===== config.mk =====
export PLATFORM = sky130hd
export DESIGN_NAME = wav_header_parser_unit
export DESIGN_NICKNAME = d
export VERILOG_FILES = /design/src/wav_hdr_pkg.sv /design/src/wav_header_parser_unit.sv
export SDC_FILE = /design/constraint.sdc
export NUM_CORES = 1
export LEC_CHECK = 0
export BUFFER_PORTS_ARGS = -buffer_cell sky130_fd_sc_hd__buf_2
export CAP_MARGIN = 0
export CORE_AREA = 2 2 271 273
export DETAILED_ROUTE_END_ITERATION = 16
export DIE_AREA = 0 0 273 275
export GPL_ROUTABILITY_DRIVEN = 0
export GPL_TIMING_DRIVEN = 0
export PLACE_DENSITY = 0.55
export SLEW_MARGIN = 5
export SYNTH_ARGS = -nofsm -noshare
export SYNTH_HDL_FRONTEND = slang
export SYNTH_SLANG_ARGS = --single-unit

===== constraint.sdc =====
create_clock -name clk -period 23.6 [get_ports clk]
set_input_delay 4.72 -clock clk [delete_from_list [all_inputs] [get_ports clk]]
set_output_delay 4.72 -clock clk [all_outputs]
set_load 0.01 [all_outputs]

===== src/wav_hdr_pkg.sv =====
// shared types and constants for the wav header parser
`timescale 1ns / 1ps

package wav_hdr_pkg;

  localparam int unsigned MIN_FILE_LENGTH = 44;

  localparam logic [31:0] TAG_RIFF = 32'h4646_4952;
  localparam logic [31:0] TAG_WAVE = 32'h4556_4157;
  localparam logic [31:0] TAG_FMT  = 32'h2074_6d66;
  localparam logic [31:0] TAG_DATA = 32'h6174_6164;
  localparam logic [15:0] PCM_CODE = 16'd1;
  localparam logic [31:0] FMT_BASE_SIZE = 32'd16;

  localparam int unsigned RESULT_W = 216;

  typedef enum logic [4:0] {
    PH_IDLE      = 5'd0,
    PH_RIFF_ID   = 5'd1,
    PH_RIFF_SIZE = 5'd2,
    PH_WAVE_ID   = 5'd3,
    PH_FMT_ID    = 5'd4,
    PH_FMT_CSIZE = 5'd5,
    PH_FMT_SKIP  = 5'd6,
    PH_FMT_SIZE  = 5'd7,
    PH_AUDIO     = 5'd8,
    PH_CHANNELS  = 5'd9,
    PH_RATE      = 5'd10,
    PH_BYTERATE  = 5'd11,
    PH_ALIGN     = 5'd12,
    PH_BITS      = 5'd13,
    PH_FMT_EXTRA = 5'd14,
    PH_DATA_ID   = 5'd15,
    PH_DATA_CSIZE = 5'd16,
    PH_DATA_SKIP = 5'd17,
    PH_DONE      = 5'd18
  } phase_t;

  typedef enum logic [2:0] {
    ST_OK        = 3'd0,
    ST_TOO_SHORT = 3'd1,
    ST_NOT_RIFF  = 3'd2,
    ST_NOT_WAVE  = 3'd3,
    ST_NO_FMT    = 3'd4,
    ST_NOT_PCM   = 3'd5,
    ST_NO_DATA   = 3'd6
  } status_t;

  // first member lands in the top bits
  typedef struct packed {
    logic [4:0]  pad;
    logic [31:0] data_size;
    logic [15:0] bits_per_sample;
    logic [15:0] block_align;
    logic [31:0] byte_rate;
    logic [31:0] sample_rate;
    logic [15:0] num_channels;
    logic [31:0] fmt_size;
    logic [31:0] riff_size;
    status_t     status;
  } result_t;

endpackage


===== src/wav_header_parser_unit.sv =====
// byte-serial riff/wave pcm header parser with registered result
`timescale 1ns / 1ps
// a result item enters the output register at the clock edge that accepts the byte that ends it
// throughput: one byte item per cycle while s_axis_tready is high; the parser state updates on each accepted byte
// the input stalls only while an unconsumed result sits in the output register
// rst (synchronous) returns the parser to idle, clears file_length and drops the output valid

module wav_header_parser_unit (
  input  logic                                clk,
  input  logic                                rst,
  input  logic                                cfg_wen,
  input  logic [31:0]                         cfg_wdata,      // file_length
  input  logic                                s_axis_tvalid,
  output logic                                s_axis_tready,
  input  logic [7:0]                          s_axis_tdata,   // data_byte
  input  logic                                s_axis_tuser,   // first_byte
  output logic                                m_axis_tvalid,
  input  logic                                m_axis_tready,
  // status, riff_size, fmt_size, num_channels, sample_rate, byte_rate,
  // block_align, bits_per_sample, data_size, zero pad
  output logic [wav_hdr_pkg::RESULT_W-1:0]    m_axis_tdata
);

  logic [31:0] file_length;

  wav_hdr_pkg::phase_t phase, phase_next;
  logic [1:0]  byte_in_field, byte_in_field_next;
  logic [31:0] assembly_shift, assembly_shift_next;
  logic [31:0] bytes_remaining, bytes_remaining_next;
  logic [31:0] skip_count, skip_count_next;
  logic [31:0] held_riff_size, held_riff_size_next;
  logic [31:0] held_fmt_size, held_fmt_size_next;
  logic [15:0] held_channels, held_channels_next;
  logic [31:0] held_sample_rate, held_sample_rate_next;
  logic [31:0] held_byte_rate, held_byte_rate_next;
  logic [15:0] held_block_align, held_block_align_next;
  logic [15:0] held_bits, held_bits_next;

  wav_hdr_pkg::phase_t eff_phase;
  logic [1:0]  eff_bif;
  logic [31:0] eff_rem;
  logic [31:0] shift_in;
  logic [31:0] rem_minus4;
  logic [31:0] rem_minus2;
  logic [31:0] extra_size;
  logic        field_phase;
  logic        half_field;
  logic        field_done;
  logic        s_fire;
  logic        res_valid;
  wav_hdr_pkg::status_t res_status;
  wav_hdr_pkg::result_t res, m_res;

  assign s_axis_tready = !m_axis_tvalid || m_axis_tready;
  assign s_fire = s_axis_tvalid && s_axis_tready;

  always_ff @(posedge clk) begin
    if (rst) begin
      file_length <= '0;
    end else if (cfg_wen) begin
      file_length <= cfg_wdata;
    end
  end

  // restart handling and per-byte field assembly
  always_comb begin
    if (s_axis_tuser) begin
      eff_phase = wav_hdr_pkg::PH_RIFF_ID;
      eff_bif   = '0;
      eff_rem   = file_length;
    end else begin
      eff_phase = phase;
      eff_bif   = byte_in_field;
      eff_rem   = bytes_remaining;
    end
    shift_in   = {s_axis_tdata, assembly_shift[31:8]};
    rem_minus4 = eff_rem - 32'd4;
    rem_minus2 = eff_rem - 32'd2;
    extra_size = held_fmt_size - wav_hdr_pkg::FMT_BASE_SIZE;
    half_field = (eff_phase == wav_hdr_pkg::PH_AUDIO) || (eff_phase == wav_hdr_pkg::PH_CHANNELS)
              || (eff_phase == wav_hdr_pkg::PH_ALIGN) || (eff_phase == wav_hdr_pkg::PH_BITS);
    field_phase = !((eff_phase == wav_hdr_pkg::PH_IDLE) || (eff_phase == wav_hdr_pkg::PH_DONE)
              || (eff_phase == wav_hdr_pkg::PH_FMT_SKIP) || (eff_phase == wav_hdr_pkg::PH_DATA_SKIP)
              || (eff_phase == wav_hdr_pkg::PH_FMT_EXTRA));
    field_done = half_field ? eff_bif[0] : (eff_bif == 2'd3);
  end

  // next state and result
  always_comb begin
    phase_next            = phase;
    byte_in_field_next    = byte_in_field;
    assembly_shift_next   = assembly_shift;
    bytes_remaining_next  = eff_rem;
    skip_count_next       = skip_count;
    held_riff_size_next   = held_riff_size;
    held_fmt_size_next    = held_fmt_size;
    held_channels_next    = held_channels;
    held_sample_rate_next = held_sample_rate;
    held_byte_rate_next   = held_byte_rate;
    held_block_align_next = held_block_align;
    held_bits_next        = held_bits;
    res_valid             = 1'b0;
    res_status            = wav_hdr_pkg::ST_OK;

    if (s_axis_tuser) begin
      held_riff_size_next = file_length - 32'd8;
      phase_next          = wav_hdr_pkg::PH_RIFF_ID;
    end

    if (field_phase) begin
      assembly_shift_next = shift_in;
      byte_in_field_next  = field_done ? 2'd0 : eff_bif + 2'd1;
    end

    if (s_axis_tuser && (file_length < 32'(wav_hdr_pkg::MIN_FILE_LENGTH))) begin
      res_valid  = 1'b1;
      res_status = wav_hdr_pkg::ST_TOO_SHORT;
      phase_next = wav_hdr_pkg::PH_DONE;
      byte_in_field_next  = '0;
      assembly_shift_next = assembly_shift;
    end else begin
      case (eff_phase)
        wav_hdr_pkg::PH_IDLE, wav_hdr_pkg::PH_DONE: begin
        end
        wav_hdr_pkg::PH_RIFF_ID: begin
          if (field_done) begin
            bytes_remaining_next = rem_minus4;
            if (shift_in != wav_hdr_pkg::TAG_RIFF) begin
              res_valid  = 1'b1;
              res_status = wav_hdr_pkg::ST_NOT_RIFF;
              phase_next = wav_hdr_pkg::PH_DONE;
            end else begin
              phase_next = wav_hdr_pkg::PH_RIFF_SIZE;
            end
          end
        end
        wav_hdr_pkg::PH_RIFF_SIZE: begin
          if (field_done) begin
            bytes_remaining_next = rem_minus4;
            phase_next = wav_hdr_pkg::PH_WAVE_ID;
          end
        end
        wav_hdr_pkg::PH_WAVE_ID: begin
          if (field_done) begin
            bytes_remaining_next = rem_minus4;
            if (shift_in != wav_hdr_pkg::TAG_WAVE) begin
              res_valid  = 1'b1;
              res_status = wav_hdr_pkg::ST_NOT_WAVE;
              phase_next = wav_hdr_pkg::PH_DONE;
            end else begin
              phase_next = wav_hdr_pkg::PH_FMT_ID;
            end
          end
        end
        wav_hdr_pkg::PH_FMT_ID: begin
          if (field_done) begin
            bytes_remaining_next = rem_minus4;
            phase_next = (shift_in == wav_hdr_pkg::TAG_FMT) ? wav_hdr_pkg::PH_FMT_SIZE
                                                            : wav_hdr_pkg::PH_FMT_CSIZE;
          end
        end
        wav_hdr_pkg::PH_DATA_ID: begin
          if (field_done) begin
            if (shift_in == wav_hdr_pkg::TAG_DATA) begin
              bytes_remaining_next = eff_rem - 32'd8;
              res_valid  = 1'b1;
              res_status = wav_hdr_pkg::ST_OK;
              phase_next = wav_hdr_pkg::PH_DONE;
            end else begin
              bytes_remaining_next = rem_minus4;
              phase_next = wav_hdr_pkg::PH_DATA_CSIZE;
            end
          end
        end
        wav_hdr_pkg::PH_FMT_CSIZE, wav_hdr_pkg::PH_DATA_CSIZE: begin
          if (field_done) begin
            bytes_remaining_next = rem_minus4;
            if (rem_minus4 < shift_in) begin
              res_valid  = 1'b1;
              res_status = (eff_phase == wav_hdr_pkg::PH_DATA_CSIZE) ? wav_hdr_pkg::ST_NO_DATA
                                                                     : wav_hdr_pkg::ST_NO_FMT;
              phase_next = wav_hdr_pkg::PH_DONE;
            end else begin
              bytes_remaining_next = rem_minus4 - shift_in;
              skip_count_next = shift_in;
              if (eff_phase == wav_hdr_pkg::PH_DATA_CSIZE) begin
                phase_next = (shift_in == '0) ? wav_hdr_pkg::PH_DATA_ID
                                              : wav_hdr_pkg::PH_DATA_SKIP;
              end else begin
                phase_next = (shift_in == '0) ? wav_hdr_pkg::PH_FMT_ID
                                              : wav_hdr_pkg::PH_FMT_SKIP;
              end
            end
          end
        end
        wav_hdr_pkg::PH_FMT_SKIP, wav_hdr_pkg::PH_DATA_SKIP, wav_hdr_pkg::PH_FMT_EXTRA: begin
          skip_count_next = skip_count - 32'd1;
          if (skip_count == 32'd1) begin
            phase_next = (eff_phase == wav_hdr_pkg::PH_FMT_SKIP) ? wav_hdr_pkg::PH_FMT_ID
                                                                 : wav_hdr_pkg::PH_DATA_ID;
          end
        end
        wav_hdr_pkg::PH_FMT_SIZE: begin
          if (field_done) begin
            bytes_remaining_next = rem_minus4;
            held_fmt_size_next = shift_in;
            phase_next = wav_hdr_pkg::PH_AUDIO;
          end
        end
        wav_hdr_pkg::PH_AUDIO: begin
          if (field_done) begin
            bytes_remaining_next = rem_minus2;
            if (shift_in[31:16] != wav_hdr_pkg::PCM_CODE) begin
              res_valid  = 1'b1;
              res_status = wav_hdr_pkg::ST_NOT_PCM;
              phase_next = wav_hdr_pkg::PH_DONE;
            end else begin
              phase_next = wav_hdr_pkg::PH_CHANNELS;
            end
          end
        end
        wav_hdr_pkg::PH_CHANNELS: begin
          if (field_done) begin
            bytes_remaining_next = rem_minus2;
            held_channels_next = shift_in[31:16];
            phase_next = wav_hdr_pkg::PH_RATE;
          end
        end
        wav_hdr_pkg::PH_RATE: begin
          if (field_done) begin
            bytes_remaining_next = rem_minus4;
            held_sample_rate_next = shift_in;
            phase_next = wav_hdr_pkg::PH_BYTERATE;
          end
        end
        wav_hdr_pkg::PH_BYTERATE: begin
          if (field_done) begin
            bytes_remaining_next = rem_minus4;
            held_byte_rate_next = shift_in;
            phase_next = wav_hdr_pkg::PH_ALIGN;
          end
        end
        wav_hdr_pkg::PH_ALIGN: begin
          if (field_done) begin
            bytes_remaining_next = rem_minus2;
            held_block_align_next = shift_in[31:16];
            phase_next = wav_hdr_pkg::PH_BITS;
          end
        end
        wav_hdr_pkg::PH_BITS: begin
          if (field_done) begin
            bytes_remaining_next = rem_minus2;
            held_bits_next = shift_in[31:16];
            if (held_fmt_size > wav_hdr_pkg::FMT_BASE_SIZE) begin
              skip_count_next = extra_size;
              bytes_remaining_next = rem_minus2 - extra_size;
              phase_next = wav_hdr_pkg::PH_FMT_EXTRA;
            end else begin
              phase_next = wav_hdr_pkg::PH_DATA_ID;
            end
          end
        end
        default: begin
          phase_next = wav_hdr_pkg::PH_DONE;
        end
      endcase
    end
  end

  // result item fields
  always_comb begin
    res = '0;
    res.status = res_status;
    if (res_status == wav_hdr_pkg::ST_OK) begin
      res.riff_size       = held_riff_size;
      res.fmt_size        = held_fmt_size;
      res.num_channels    = held_channels;
      res.sample_rate     = held_sample_rate;
      res.byte_rate       = held_byte_rate;
      res.block_align     = held_block_align;
      res.bits_per_sample = held_bits;
      res.data_size       = bytes_remaining_next;
    end
  end

  always_ff @(posedge clk) begin
    if (rst) begin
      phase         <= wav_hdr_pkg::PH_IDLE;
      byte_in_field <= '0;
    end else if (s_fire) begin
      phase         <= phase_next;
      byte_in_field <= byte_in_field_next;
    end
  end

  always_ff @(posedge clk) begin
    if (s_fire) begin
      assembly_shift   <= assembly_shift_next;
      bytes_remaining  <= bytes_remaining_next;
      skip_count       <= skip_count_next;
      held_riff_size   <= held_riff_size_next;
      held_fmt_size    <= held_fmt_size_next;
      held_channels    <= held_channels_next;
      held_sample_rate <= held_sample_rate_next;
      held_byte_rate   <= held_byte_rate_next;
      held_block_align <= held_block_align_next;
      held_bits        <= held_bits_next;
    end
  end

  // output register
  always_ff @(posedge clk) begin
    if (rst) begin
      m_axis_tvalid <= 1'b0;
    end else if (s_fire && res_valid) begin
      m_axis_tvalid <= 1'b1;
    end else if (m_axis_tready) begin
      m_axis_tvalid <= 1'b0;
    end
  end

  always_ff @(posedge clk) begin
    if (s_fire && res_valid) begin
      m_res <= res;
    end
  end

  assign m_axis_tdata = m_res;

  a_result_ends_parse: assert property (@(posedge clk) disable iff (rst)
    s_fire && res_valid |=> phase == wav_hdr_pkg::PH_DONE)
    else $error("parser kept running after a result");

  a_no_result_when_idle: assert property (@(posedge clk) disable iff (rst)
    s_fire && !s_axis_tuser
      && (phase == wav_hdr_pkg::PH_IDLE || phase == wav_hdr_pkg::PH_DONE) |-> !res_valid)
    else $error("result from an ignored byte");

  a_skip_nonzero: assert property (@(posedge clk) disable iff (rst)
    (phase == wav_hdr_pkg::PH_FMT_SKIP || phase == wav_hdr_pkg::PH_DATA_SKIP
      || phase == wav_hdr_pkg::PH_FMT_EXTRA) |-> skip_count != '0)
    else $error("skip phase with empty skip count");

  a_error_fields_zero: assert property (@(posedge clk) disable iff (rst)
    m_axis_tvalid && m_res.status != wav_hdr_pkg::ST_OK
      |-> m_res.riff_size == '0 && m_res.data_size == '0 && m_res.fmt_size == '0)
    else $error("error result carries field data");

  a_field_count_clear: assert property (@(posedge clk) disable iff (rst)
    (phase == wav_hdr_pkg::PH_IDLE || phase == wav_hdr_pkg::PH_DONE
      || phase == wav_hdr_pkg::PH_FMT_SKIP || phase == wav_hdr_pkg::PH_DATA_SKIP
      || phase == wav_hdr_pkg::PH_FMT_EXTRA) |-> byte_in_field == '0)
    else $error("partial field outside a field phase");

endmodule


# [After elaboration in Yosys (flattened, before gate mapping)]
# Cells that the tools add are included.
[classes] muxes=74 order_cmp=3 n_reduce_logical=32 bitwise=2 addsub=9 eq_ne=30
[op_table] operator="32-bit 2-to-1 mux" n=14
[op_table] operator="32-bit case mux with 5 select lines" n=1
[op_table] operator="5-bit 2-to-1 mux" n=22
[op_table] operator="32-bit case mux with 3 select lines" n=1
[op_table] operator="5-bit case mux with 15 select lines" n=1
[op_table] operator="32-bit by 31-bit inequality test with 1-bit output, second input constant" n=2
[op_table] operator="32-bit subtractor" n=2
[op_table] operator="32-bit by 4-bit subtractor with 32-bit output, second input constant" n=2
[op_table] operator="5-bit by 4-bit equality test with 1-bit output, second input constant" n=8
[op_table] operator="32-bit by 1-bit equality test with 1-bit output, second input constant" n=1
[op_table] operator="32-bit by 30-bit equality test with 1-bit output, second input constant" n=1
[op_table] operator="32-bit by 31-bit equality test with 1-bit output, second input constant" n=1
[op_table] operator="32-bit by 5-bit greater-than comparator with 1-bit output, second input constant" n=1
[op_table] operator="32-bit logical NOT" n=1
[op_table] operator="32-bit less-than comparator" n=1
[op_table] operator="32-bit by 6-bit less-than comparator with 1-bit output, second input constant" n=1
[op_table] operator="32-bit by 1-bit subtractor with 32-bit output, second input constant" n=1
[op_table] operator="32-bit by 2-bit subtractor with 32-bit output, second input constant" n=1
[op_table] operator="32-bit by 3-bit subtractor with 32-bit output, second input constant" n=1
[op_table] operator="32-bit by 5-bit subtractor with 32-bit output, second input constant" n=1
[op_table] operator="2-bit 2-to-1 mux" n=12
[op_table] operator="4-bit AND reduction" n=6
[op_table] operator="5-bit by 3-bit equality test with 1-bit output, second input constant" n=4
[op_table] operator="16-bit by 1-bit inequality test with 1-bit output, second input constant" n=1
[op_table] operator="other kinds (26)" n=63
[totals] out_inout_bits=218 register_bits=523

# [Depth between registers and ports, before layout]
[depth] depth_word=11 depth_mapped=31

# [Least setup slack after synthesis]
# Ideal clock, no wire load.
[synth_path] path_kind="in2reg" start="input s_axis_tuser" end="register m_res (netlist bit m_axis_tdata[0]), enable pin" t_arrival_ns=20.147 setup_ns=0.855 cell_stages=25 t_required_ns=22.745 path_slack_ns=2.598 cell_sequence="buf_4 buf_2 buf_2 buf_2 buf_2 buf_2 buf_2 mux2i_1 ha_1 o221ai_1 nor3_1 nand2_1 or2_2 nor2_1 xnor2_1 ha_1 a21oi_1 o21ai_0 a221o_1 nor2_1 a31oi_1 nand2_1 nand2_1 a31o_2 a21oi_1"
[synth_between] elab_chain_cells=10 word_cells_on_any_way=30
[synth_lines] element="start: declaration" line_no="wav_header_parser_unit.sv:16" rtl="input logic s_axis_tuser,"
[synth_lines] element="parallel branches: the longest is 8 deep, another holds 32-bit by 3-bit subtractor with 32-bit output"
[synth_lines] element="1-bit 2-to-1 mux (*)" line_no="wav_header_parser_unit.sv:115" rtl="if (s_axis_tuser && (file_length < 32'(wav_hdr_pkg::MIN_FILE_LENGTH))) begin"
[synth_lines] element="1-bit logical AND (*)" line_no="wav_header_parser_unit.sv:323" rtl="if (s_fire && res_valid) begin"
[synth_lines] element="end signal: assignment" line_no="wav_header_parser_unit.sv:324" rtl="m_res <= res;"
[synth_lines] element="end: declaration" line_no="wav_header_parser_unit.sv:52" rtl="wav_hdr_pkg::result_t res, m_res;"
# Mark *: on every way between the ends.
# A chain may end at the register's enable or synchronous reset.

# [Worst setup path after layout]
[layout_path] start="input s_axis_tuser" end="register m_res (netlist bit m_axis_tdata[44]) (data pin)"
[layout_between] elab_chain_cells=10 word_cells_on_any_way=29
[layout_lines] element="parallel branches: the longest is 8 deep, another holds 32-bit by 3-bit subtractor with 32-bit output"
[layout_lines] element="3-bit 2-to-1 mux (*)" line_no="wav_header_parser_unit.sv:115"
[layout_lines] element="3-bit logical NOT (*)" line_no="wav_header_parser_unit.sv:274" rtl="if (res_status == wav_hdr_pkg::ST_OK) begin"
# Marks and branches as above.

==> flow_metrics.py <==
metrics = {
    "timing": {
        "rsz0062_at_grt": "no",
        "drv_slew": 5,
        "finalSetupViolCount": 0,
        "hold_viol": 0,
        "min_period_ns": 15.29,
        "worst_slack_ns": 8.31,
        "maxSlewHeadroom": -0.0524,
        "worstMarginPinSlew_ns": 1.56,
        "skew_ns": 0.0396,
        "fmaxAchievable_mhz": 65.4,
        "fin_crit_sh": 0.648,
    },
    "cts": {
        "ctsResizeCount": 0,
        "cts.sinks": 515,
        "cts_setup_buffers": 0,
        "cts_max_level": 2,
        "tritoncts": "yes",
        "cts_buffer_depth": 3,
        "hold_buffers": 0,
        "clockRootBuffer": "clkbuf_16",
        "insertion_delay_ns": 0.63,
        "path_clk_slew_ns": 0.06,
        "cts_inserted_buffers": 53,
    },
    "detailed_routing": {
        "drc_errors": 0,
        "final_antenna_net_count": 0,
        "drtIter0Drc": 3329,
        "vias": 23900,
        "dr.pass1.iters": 8,
        "avgRoutedWirePerCell_um": 26.0,
        "via_per_inst": 5.98,
        "wl_um": 104000,
    },
    "critical_path": {
        "cp-end-kind": "flop",
        "cp.required_ns": 24.09,
        "cpMostUsedCell": "buf_2",
        "path_class": "input pin to flop",
        "critPathSlowestCell": "nor3_1",
        "arrival_ns": 15.78,
        "crit_path_start_kind": "input pin",
        "slowest_delay_ns": 1.04,
        "path_max_fanout": 10,
    },
    "power_and_ir_drop": {
        "ir_drop_mv": 0.0576,
        "power.leakage_uw": 0.0121,
        "power_density_mw_per_mm2": 68.2,
    },
    "grt": {
        "grt_pass1_vias": 22900,
        "gr-usage-all-layers": 0.267,
        "antenna_found_initial": 6,
        "grt_pass1_wl_um": 148000,
        "grt.overflow.total": 0,
        "grt_max_degree": 36,
    },
    "logic_synthesis": {
        "ys_async_sr_fraction": 0,
        "ys_seq_area_frac": 0.528,
        "synth_common_cells": "edfxtp_1, nor2_1, and2_1",
        "synth_warnings": 0,
        "synth_most_common_cell": "edfxtp_1",
        "synth_largest_area_cell": "edfxtp_1",
        "synth_edf_count": 475,
        "synth_top_flop_cell": "edfxtp_1",
        "synth_top_cell_area_share": 0.500,
        "synth_seq_cells": 515,
        "syn_avg_cell_area_um2": 10.7,
        "syn_area_mm2": 0.0285,
        "yosys.cell_types.count": 94,
        "synthTopCellsByArea": "edfxtp_1, and2_1, ha_1",
        "synthCells": 2662,
    },
    "cells_and_area": {
        "syn2layout_area_growth_pct": 16.3,
        "fill_cells": 6798,
        "drive_gt1_frac": 0.145,
        "nets": 3124,
        "fin_util": 0.459,
    },
    "floorplan": {
        "die_h_um": 275,
        "start_util": 0.395,
        "die_area_mm2": 0.0751,
        "coreArea_mm2": 0.0723,
        "io_pins": 264,
        "die_width_um": 273,
        "std_cell_rows": 99,
    },
    "hold_path": {
        "hold_path_class": "flop to flop",
    },
    "placed_design": {
        "port_buffers": 256,
        "place.detailed.hpwl_um": 79700,
        "place_ws_ns": 7.94,
    },
    "status": {
        "outcome": "finished, violations left",
        "failed_checks": "max-capacitance violations, max-slew violations",
    },
    "flow_run": {
        "maxCapViolCount": 1,
    },
}
## registers in the layout, indices dropped and copies added (netlist names), 5 cells and up
register	count
held_block_align	16
held_riff_size	32
assembly_shift	24
held_byte_rate	32
skip_count	32
file_length	32
bytes_remaining	32
m_axis_tdata	211
held_fmt_size	32
held_sample_rate	32
held_bits	16
phase	5
held_channels	16
## final timing paths
| path | endpoint | depth (start not counted) | start | slack [ns] |
|---|---|---|---|---|
| worst min-delay path | byte_in_field[1] | 2 | byte_in_field[1] | 0.49 |
| worst max register to register | m_axis_tdata[44] | 22 | file_length[3] | 14.24 |
| worst max-delay path | m_axis_tdata[44] | 30 | s_axis_tuser | 8.31 |
| worst min register to register | byte_in_field[1] | 2 | byte_in_field[1] | 0.49 |
## routing by layer
metal | part of all wire | global-route usage | vias up | routed length, um
met2 | 0.45 | 0.423 | 1430 | 46700
li1 | - | - | 10600 | -
met4 | 0.070 | 0.162 | 4 | 7300
met1 | 0.39 | 0.335 | 11500 | 40300
met3 | 0.092 | 0.0584 | 420 | 9600
met5 | 0.00031 | 0 | - | 32
## cell usage in the layout, fill, tap and decap left out, types with 23 or more instances in the layout
cell type	netlist	routed
edfxtp_1	475	475
inv_1	84	83
ha_1	78	78
nand2_1	201	201
nor3_1	103	100
a21o_1	31	31
o21ai_0	99	99
dfxtp_1	40	40
nand2b_1	25	25
o211ai_1	24	24
a21oi_1	143	141
xnor2_1	106	106
o221ai_1	45	45
clkbuf_16	0	53
nor4_1	28	26
nor2_1	224	220
mux2i_1	84	83
buf_2	16	272
and2_1	213	213
nor2b_1	23	23
xor2_1	88	88
nand3_1	57	57
clkbuf_1	95	104
## cell type report
type | instances | area [um2] | area share
Inverter | 86 | 323 | 0.00973
Antenna cell | 2 | 5.00 | 0.000151
Multi-Input combinational cell | 1932 | 12700 | 0.383
Buffer | 133 | 546 | 0.0164
Tap cell | 959 | 1200 | 0.0362
Timing Repair Buffer | 277 | 1600 | 0.0483
Clock inverter | 33 | 333 | 0.0100
Sequential cell | 515 | 15100 | 0.454
Clock buffer | 66 | 1420 | 0.0426
## report_power, final
group / total (uW) / leakage, uW / switching [uW] / internal (uW)
Clock: 838 / 0.000848 / 372 / 466
Combinational: 385 / 0.00653 / 254 / 132
Sequential: 1040 / 0.00468 / 24.7 / 1020
Total: 2260 / 0.0121 / 651 / 1610
## kinds of logic after synthesis
logic type,Yosys count,synth area share
AOI/OAI and AO/OA,554,0.133
other,1,0.000131
xor gates and xnor gates,194,0.0595
and+or+nand+nor,1008,0.182
adders and majority gates,80,0.0356
buffers and inverters,219,0.0304
DFF,515,0.528
muxes,91,0.0322
## through the flow
stage,total power [uW],TNS (ns),hold WS (ns),std cells,cell area (um2)
after detailed placement,1430,0,0.469,3902,31400
after global routing,2340,0,0.502,4002,33200
final,2260,0,0.491,4003,33200
after floorplan,1300,0,0.429,2666,28600
after global placement,1420,-871.83,0.450,3881,31000
after CTS,2260,0,0.488,4001,33200
## critical path: cells and delay by family
kind | cells | cell delay (ns)
AO/OA/AOI/OAI | 4 | 1.49
XOR/XNOR | 1 | 0.16
adder cells (fa/ha/maj) | 2 | 0.82
buffers and inverters | 12 | 4.84
multiplexers | 1 | 0.54
AND/OR/NAND/NOR | 10 | 3.13
No activity file was read; power rests on OpenSTA's default activity.
